==> src/rtl/cfps_pkg.sv <==
// Shared types and constants for the complex FIR pulse shaper.
package cfps_pkg;

	localparam int SAMPLE_W = 16;
	localparam int INDEX_W  = 6;
	localparam int PROD_W   = 2 * SAMPLE_W;
	localparam int FRAC_W   = 15;
	localparam int SAT_MAX  = 32767;
	localparam int SAT_MIN  = -32768;

	localparam logic OP_LOAD   = 1'b0;
	localparam logic OP_SAMPLE = 1'b1;

	// Per-request control broadcast from the top level to every tap cell.
	typedef struct packed {
		logic                       shift;
		logic                       load;
		logic [INDEX_W-1:0]         index;
		logic signed [SAMPLE_W-1:0] value;
	} cfps_ctrl_t;

endpackage

==> src/rtl/cfps_round_sat.sv <==
// Rounds a Q8.30 sum to Q1.15 (ties upward) and saturates to 16 bits.
module cfps_round_sat #(
	parameter int ACC_W = 38
) (
	input  logic signed [ACC_W-1:0]                  acc,
	output logic signed [cfps_pkg::SAMPLE_W-1:0]     result,
	output logic                                     clip
);
	import cfps_pkg::*;

	localparam int Q_W = ACC_W - FRAC_W;
	localparam logic signed [Q_W-1:0] HI_Q = Q_W'(SAT_MAX);
	localparam logic signed [Q_W-1:0] LO_Q = Q_W'(SAT_MIN);

	logic signed [ACC_W-1:0] biased;
	logic signed [Q_W-1:0]   shifted;

	assign biased  = acc + ACC_W'(1 << (FRAC_W - 1));
	assign shifted = biased[ACC_W-1:FRAC_W];

	always_comb begin
		if (shifted > HI_Q) begin
			result = SAMPLE_W'(SAT_MAX);
			clip   = 1'b1;
		end else if (shifted < LO_Q) begin
			result = SAMPLE_W'(SAT_MIN);
			clip   = 1'b1;
		end else begin
			result = shifted[SAMPLE_W-1:0];
			clip   = 1'b0;
		end
	end

endmodule

==> config.mk <==
export PLATFORM = sky130hd
export DESIGN_NAME = cfps_round_sat
export DESIGN_NICKNAME = d
export VERILOG_FILES = /design/src/rtl/cfps_pkg.sv /design/src/rtl/cfps_round_sat.sv
export SDC_FILE = /design/constraint.sdc
export NUM_CORES = 1
export LEC_CHECK = 0
export BUFFER_PORTS_ARGS = -buffer_cell sky130_fd_sc_hd__clkbuf_2
export CORE_ASPECT_RATIO = 0.75
export CORE_UTILIZATION = 44
export DETAILED_ROUTE_END_ITERATION = 6
export PLACE_DENSITY = 0.86
export SETUP_SLACK_MARGIN = 0.02
export SLEW_MARGIN = 20
export SYNTH_ARGS = -nofsm -noshare
export SYNTH_HDL_FRONTEND = slang
export SYNTH_SLANG_ARGS = --single-unit
==> constraint.sdc <==
create_clock -name vclk -period 3.09
set_input_delay 0.4635 -clock vclk [all_inputs]
set_output_delay 0.4635 -clock vclk [all_outputs]
set_load 0.02 [all_outputs]
==> metrics.md <==
| Metric | Value |
|---|---|
| DRC violation count after routing | `0` |
| Reg area | `0 µm²` |
| WS Path Type | `input pin to primary output` |
| Worst-path maximum fanout | `8` |
| Largest net degree at the start of global routing | `11` |
| Layout area overhead | `59.0%` |
| Worst Hold Slack | `about 1.4 ns` |
| # Max-Cap Violations | `0` |
| Violated checks | `negative setup slack` |
| Peak VDD IR | `0.0743 mV` |
| Cell breakdown of the critical path | `clkbuf_2 > nand4_1 > or4_4 > or4_4 > nand3_4 > o211ai_4 > a32oi_1 > buf_2` |
| Critical Path RT | `2.63 ns` |
| Period minus WS final | `approximately 3.1 ns` |
| Diode count | `0` |
| # clk buffers | `0` |
| Wire per inst | `~17 µm` |
| Synthesized area per cell | `7.56 µm²` |
| Layout cells sized above 1 | `0.556` |
| CP arrival | `2.67 ns` |
| CORE AREA | `roughly 1500 µm²` |
| CP endpoint kind | `primary output` |
| Die ar. | `1910 µm²` |
| Syn Std Cell Area | `763 µm²` |
| Rel. slew slack | `0.702` |
| Synth unique cells | `33` |
| Global placement routability congestion | `0.831` |
| First-pass GRT wire length | `3950 µm` |
| Slew of the pin with the lowest slew margin | `0.443 ns` |
| Hold crit path type | `input pin to primary output` |
| WL final | `2870 µm` |
| RSZ-0062 raised after global routing | `yes` |
| Fmax | `319 MHz` |
| PD cells | `122 nW/µm²` |
| Starting DRT DRC Count | `47` |
| Setup TNS | `-0.0910 ns` |
| Worst path bufs/invs | `2` |
| Overall Power | `0.148 mW` |
| Die width | `50.1 µm` |
| FFs & Latches | `0` |
| Post-synthesis net count | `140` |
| Initial antenna violation count | `0` |
| Leakage power | `0.493 nW` |
| Remaining Overflow, GRT | `0` |
| GRT Overall Usage | `0.266` |
| Post-layout util | `0.785` |
| Final period utilization | `1.02` |
| CP max stage cell | `or4_4` |
| Yosys warning total | `0` |
| DR vias/cell | `around 6.3` |
| DR pass1 iterations | `4` |
| Final hold vios | `0` |
| Placed cell area | `1040 µm²` |
| DR vias | `1094` |
| Startpoint type of the worst setup path | `input pin` |
| Nets | `194` |
| CP top delay family | `simple AND/OR/NAND/NOR gates` |
| Sequential share of the synthesized area | `0` |
| Cell row count | `12` |
| Status | `finished with violations` |
| Synth Instances | `101` |
| Fin. max-slew vios | `0` |
| Vias in the first global route | `923` |
| Io pins | `55` |
| Initial core utilization | `0.494` |
| Final setup violation count | `5` |
| Port bufs | `41` |
| DPL Wire Length | `roughly 1900 µm` |
| Die Y | `38.1 µm` |
| Filler cell count in the final layout | `106` |
| Design Area, Final | `1210 µm²` |
| Slowest cell delay on critical path | `0.65 ns` |
| Cell mode on critical path | `or4_4` |
| Routed Antenna Nets | `0` |
| Final WS setup | `-0.0476 ns` |
-- cells in the final DEF, fill, tap and decap left out, types with 2 or more instances in the layout --
master,netlist,final
clkbuf_2,0,29
buf_4,0,21
a22oi_2,8,12
nand3_1,9,9
xnor2_1,9,8
nand4_1,7,7
xor2_1,7,7
inv_1,6,6
nor2_1,7,6
or4_4,2,4
nand2_1,4,4
nor3_1,4,3
and3_1,3,3
buf_2,1,3
nor4_1,4,2
o31ai_1,2,2
o211ai_4,1,2
nor4_4,0,2
a22oi_1,6,2
buf_6,3,2
-- final timing paths --
| kind | from | to | slack, ns | cells after the start |
|---|---|---|---|---|
| setup / recovery | acc[15] | result[8] | -0.05 | 8 |
| hold / removal | acc[27] | result[12] | 1.38 | 4 |
-- what timing repair did --
item	in CTS	in global routing
pin swaps	2	9
cloned	1	1
hold buffers	0	0
endpoints found under the setup margin	16	16
setup buffers	0	2
resized for setup	5	39
-- cell families (layout without fill, tap and decap cells) --
group                      count (synthesis)  after routing  share of synthesized area
AOI/OAI and AO/OA                         26             27                      0.346
xor gates and xnor gates                  16             16                      0.184
adders and majority gates                  1              1                     0.0164
buffers and inverters                     12             62                     0.0901
and+or+nand+nor                           46             47                      0.364
-- cell type report --
cell class         count  area [µm²]  area share
inverters              7        26.3      0.0216
well taps             21        26.3      0.0216
repair buffers        55         340       0.280
multi-input cells     91         821       0.676
-- where the power goes --
group / internal, mW / switching, mW
combinational: 0.0619 / 0.0864
sequential: 0 / 0
clock: 0 / 0
-- cell usage after synthesis (all sizes together) (2+ instances only) --
library cell,instances,area share
nand4,8,0.085
xnor2,9,0.10
buf,4,0.051
o31ai,3,0.048
nor3,4,0.026
o21ai,2,0.013
nand3,10,0.072
inv,6,0.030
nor4,4,0.033
or4,4,0.049
nand2,4,0.020
nor2,7,0.034
a22oi,14,0.19
xor2,7,0.080
and3,3,0.025
-- through the flow --
stage | instances | worst slack, ns
4_1_cts | 171 | 0.0283
2_1_floorplan | 101 | 0.0489
3_5_place_dp | 170 | -0.106
5_1_grt | 174 | -0.0505
3_3_place_gp | 170 | -0.0223
6_report | 174 | -0.0476
-- layer usage --
layer  wire length [µm]  track usage  vias up  share of wire
met1               1120        0.317      508           0.39
li1                   -            -      512              -
met4                 71       0.0714        0          0.025
met5                  0            0        -              0
met2               1480        0.503       64           0.52
met3                202       0.0357       10          0.070
Note: power is estimated with default switching activity, not from simulation.
