**config.mk**
```make
export PLATFORM = sky130hd
export DESIGN_NAME = cfps_tap_cell
export DESIGN_NICKNAME = d
export VERILOG_FILES = /design/src/rtl/cfps_pkg.sv /design/src/rtl/cfps_tap_cell.sv
export SDC_FILE = /design/constraint.sdc
export NUM_CORES = 2
export LEC_CHECK = 0
export BUFFER_PORTS_ARGS = -buffer_cell sky130_fd_sc_hd__buf_4
export CAP_MARGIN = 40
export CORE_ASPECT_RATIO = 1.5
export CORE_MARGIN = 2
export CORE_UTILIZATION = 40
export CTS_BUF_LIST = sky130_fd_sc_hd__clkbuf_4 sky130_fd_sc_hd__clkbuf_8 sky130_fd_sc_hd__clkbuf_16
export DETAILED_ROUTE_END_ITERATION = 6
export PLACE_DENSITY_LB_ADDON = 0.12
export RECOVER_POWER = 100
export SLEW_MARGIN = 30
export SYNTH_ARGS = -nofsm -noshare
export SYNTH_HDL_FRONTEND = slang
export SYNTH_SLANG_ARGS = --single-unit
```
**constraint.sdc**
```tcl
create_clock -name clk -period 6.7 [get_ports clk]
set_clock_uncertainty 0.15 [all_clocks]
set_input_delay 0.67 -clock clk [delete_from_list [all_inputs] [get_ports clk]]
set_output_delay 0.67 -clock clk [all_outputs]
set_load 0.03 [all_outputs]
```
**src/rtl/cfps_pkg.sv**
```systemverilog
// Shared types and constants for the complex FIR pulse shaper.
package cfps_pkg;

	localparam int SAMPLE_W = 16;
	localparam int INDEX_W  = 6;
	localparam int PROD_W   = 2 * SAMPLE_W;
	localparam int FRAC_W   = 15;
	localparam int SAT_MAX  = 32767;
	localparam int SAT_MIN  = -32768;

	localparam logic OP_LOAD   = 1'b0;
	localparam logic OP_SAMPLE = 1'b1;

	// Per-request control broadcast from the top level to every tap cell.
	typedef struct packed {
		logic                       shift;
		logic                       load;
		logic [INDEX_W-1:0]         index;
		logic signed [SAMPLE_W-1:0] value;
	} cfps_ctrl_t;

endpackage

```
**src/rtl/cfps_tap_cell.sv**
```systemverilog
// One tap of the filter: held I/Q sample, tap weight, multipliers and partial sums.
module cfps_tap_cell #(
	parameter int ACC_W     = 38,
	parameter int TAP_INDEX = 0
) (
	input  logic                                     clk,
	input  logic                                     arst_n,
	input  cfps_pkg::cfps_ctrl_t                     ctrl,
	input  logic signed [cfps_pkg::SAMPLE_W-1:0]     i_in,
	input  logic signed [cfps_pkg::SAMPLE_W-1:0]     q_in,
	output logic signed [cfps_pkg::SAMPLE_W-1:0]     i_out,
	output logic signed [cfps_pkg::SAMPLE_W-1:0]     q_out,
	input  logic signed [ACC_W-1:0]                  psum_i_in,
	input  logic signed [ACC_W-1:0]                  psum_q_in,
	output logic signed [ACC_W-1:0]                  psum_i_out,
	output logic signed [ACC_W-1:0]                  psum_q_out
);
	import cfps_pkg::*;

	localparam int IDX_W = INDEX_W + 1;

	logic signed [SAMPLE_W-1:0] i_q;
	logic signed [SAMPLE_W-1:0] q_q;
	logic signed [SAMPLE_W-1:0] weight_q;
	logic signed [PROD_W-1:0]   prod_i_s1;
	logic signed [PROD_W-1:0]   prod_q_s1;
	logic signed [ACC_W-1:0]    psum_i_q;
	logic signed [ACC_W-1:0]    psum_q_q;
	logic                       load_hit;

	assign load_hit = ctrl.load && ({1'b0, ctrl.index} == IDX_W'(TAP_INDEX));

	always_ff @(posedge clk or negedge arst_n) begin
		if (!arst_n) begin
			i_q      <= '0;
			q_q      <= '0;
			weight_q <= '0;
		end else begin
			if (ctrl.shift) begin
				i_q <= i_in;
				q_q <= q_in;
			end
			if (load_hit) begin
				weight_q <= ctrl.value;
			end
		end
	end

	// Product stage, then the partial sum handed on to the next cell.
	always_ff @(posedge clk) begin
		prod_i_s1 <= i_q * weight_q;
		prod_q_s1 <= q_q * weight_q;
		psum_i_q  <= psum_i_in + ACC_W'(prod_i_s1);
		psum_q_q  <= psum_q_in + ACC_W'(prod_q_s1);
	end

	assign i_out      = i_q;
	assign q_out      = q_q;
	assign psum_i_out = psum_i_q;
	assign psum_q_out = psum_q_q;

endmodule

```
==> qor.yml <==
clock_tree:
  cts.reportedPaths.clkPinSlew_ns: 0.09
  cts_buffers: 17
  root_buffer: "clkbuf_16"
  clock_sinks: 188
  cts_hold_buf: 0
  clk_path_buf_depth: 2
  clk_latency_ns: 0.50
  cts_tree: "yes"
  htreeDepth: 4
global_routing:
  antenna_found_initial: 2
  track_usage: 0.215
  grt_remaining_overflow: 0
  grt_pass1_wl_mm: 121
  grt_pass1_vias: 23400
  grt_max_degree: 49
die:
  core_um2: 70000
  num_rows: 119
  start_util: 0.402
  fp.dieH_um: 329
  die_width_um: 221
  die_area_um2: 72600
  io_pins: 242
yosys:
  synth-edff-count: 0
  netlist_instances: 2981
  syn_avg_cell_area_um2: 9.45
  synthTopCellsByArea: "fa_1 (37%), ha_1 (11%), dfxtp_1 (10%)"
  synth_area_um2: 28200
  syn_nets: 3879
  synth_top_area_share: 0.374
  synth.most_common_cell: "inv_1"
  synth_top_cell_by_area: "fa_1"
  synth_flop_cell: "dfxtp_1"
  yosys_warnings: 0
  synth_common_cells: "inv_1 (595), fa_1 (526), nand2_1 (295)"
  async_reset_ff_frac: 0.255
  ys_types: 70
  synth-seq-cells: 188
  yosysSeqAreaShare: 0.142
status:
  violations: "max-capacitance violations, max-slew violations"
  status: "finished with violations"
route:
  drt-initial-drc-count: 1007
  route.detailed.drc: 0
  wl_per_cell_um: 17.8
  wl_mm: 74.4
  viasPerCell: 5.06
  detail-route-antenna-nets: 0
  drtPass1Iterations: 5
  dr_total_vias: 21100
place:
  gp_congestion: 0.857
  hpwl_mm: 62.5
  dp.cells: 4138
  port_buffers: 241
worst_setup_path:
  end_kind: "register"
  crit_path_start_kind: "register"
  critical_path_required_ns: 6.93
  path_class: "reg2reg"
  cp_max_fo: 13
  arrival_ns: 6.68
  rr_worst_depth: 20
pwr:
  cellLeakagePower_uw: 0.0161
  p_per_area_nw_per_um2: 557
  fin_total_pwr_uw: 17800
  vdd_ir_drop_max_v: 0.000405
sta:
  setup_viol: 0
  tightestPinTransition_ns: 2.92
  slew_headroom: -0.945
  max_freq_ghz: 0.155
  post-route-period-util: 0.962
  slew_viol_final: 82
  finalCriticalPeriod_ns: 6.45
  timing.hold.ws_ns: 0.255
  hold_violations: 0
run:
  maxCapViolations: 2
finish:
  fin_nets: 4153
  area_growth_pct: 13.4
  final_cells: 4176
  postLayoutCoreUtil: 0.457
  drive_above_1_share: 0.112
hold_path:
  hold_depth: 2
  hold_class: "in2reg"
==> critical path: stages (launching register included) <==
cell	delay, ns
dfrtp_1	0.61
buf_4	0.27
and2_1	0.17
fa_1	0.49
inv_1	0.05
fa_1	0.53
fa_1	0.44
fa_1	0.49
inv_1	0.06
fa_1	0.55
fa_1	0.42
ha_1	0.36
a21o_1	0.20
a21oi_1	0.16
nor2_1	0.06
o21ai_0	0.19
buf_4	0.15
nor2_1	0.04
or3_1	0.39
o21a_1	0.24
o311ai_0	0.33
==> logic make-up (layout without fill, tap and decap cells) <==
family                     after synthesis  in the layout  share of synthesized area
DFF                                    188            188                      0.142
muxes                                   51             51                     0.0203
other                                    0              1                          0
xor gates and xnor gates               129            129                     0.0401
buffers and inverters                  690            977                     0.0922
adders and majority gates              764            764                      0.480
AOI/OAI and AO/OA                      355            355                     0.0839
and+or+nand+nor                        804            804                      0.142
==> worst paths after layout <==
| kind | from | to | slack, ns |
|---|---|---|---|
| worst max-delay path | q_out[4] | prod_q_s1[30] | 0.25 |
| worst min-delay path | ctrl[2] | weight_q[2] | 0.26 |
| worst max register to register | q_out[4] | prod_q_s1[30] | 0.25 |
| worst min register to register | prod_q_s1[0] | psum_q_out[0] | 0.31 |
| max in group asynchronous | arst_n | i_out[5] | 3.53 |
| min in group asynchronous | arst_n | i_out[0] | 0.96 |
==> final cells by class <==
cell class                 instances  area [um2]
multi-input combinational       2103       21600
inverter                         596        2240
fill                            6965       38000
antenna                            1        2.50
clock inverter                    15         194
tap                              907        1130
clock buffer                      17         425
timing repair buffer             349        2370
sequential                       188        4020
==> stage by stage <==
| stage | setup TNS [ns] | worst slack (ns) | instance area (um2) |
|---|---|---|---|
| floorplan | 0 | 0.0233 | 28200 |
| global placement | 0 | 0.130 | 31600 |
| detailed placement | 0 | 0.0613 | 31600 |
| CTS | 0 | 0.0329 | 32200 |
| global route | -0.0317 | -0.0276 | 31900 |
| finish | 0 | 0.254 | 31900 |
==> sequential cells by signal, summed over array words and instances (netlist names) <==
name	cells
weight_q	16
i_out	16
q_out	16
psum_i_out	38
prod_q_s1	32
prod_i_s1	32
psum_q_out	38
==> layout by cell type, fill, tap and decap left out, drive strengths merged, types with 22 or more instances in the layout <==
cell	Yosys	final
buf	5	264
dfrtp	48	48
a21oi	105	105
xnor2	96	96
nand3	22	22
xor2	33	33
clkbuf	89	102
mux2	48	48
nor3	32	32
ha	238	238
a21o	41	41
nand2	295	295
dfxtp	140	140
inv	595	605
nor2	102	102
o21ai	66	66
nand2b	26	26
fa	526	526
o21a	26	26
and2	255	255
==> layer usage <==
metal  track usage  share of wire
met1         0.263           0.41
met2         0.381           0.51
met3        0.0307          0.045
met4        0.0801          0.033
met5             0              0
==> where the power goes <==
group / internal (uW) / leakage (uW) / total, uW / switching (uW)
combinational: 6320 / 0.0140 / 14600 / 8320
sequential: 1760 / 0.00175 / 2030 / 269
clock: 575 / 0.000307 / 1140 / 567
total: 8650 / 0.0161 / 17800 / 9160
==> what timing repair did <==
item | CTS | global route
resized for setup | 0 | 19
endpoints found under the setup margin | 0 | 14
setup buffers | 0 | 5
(Power assumes the default switching activity.)
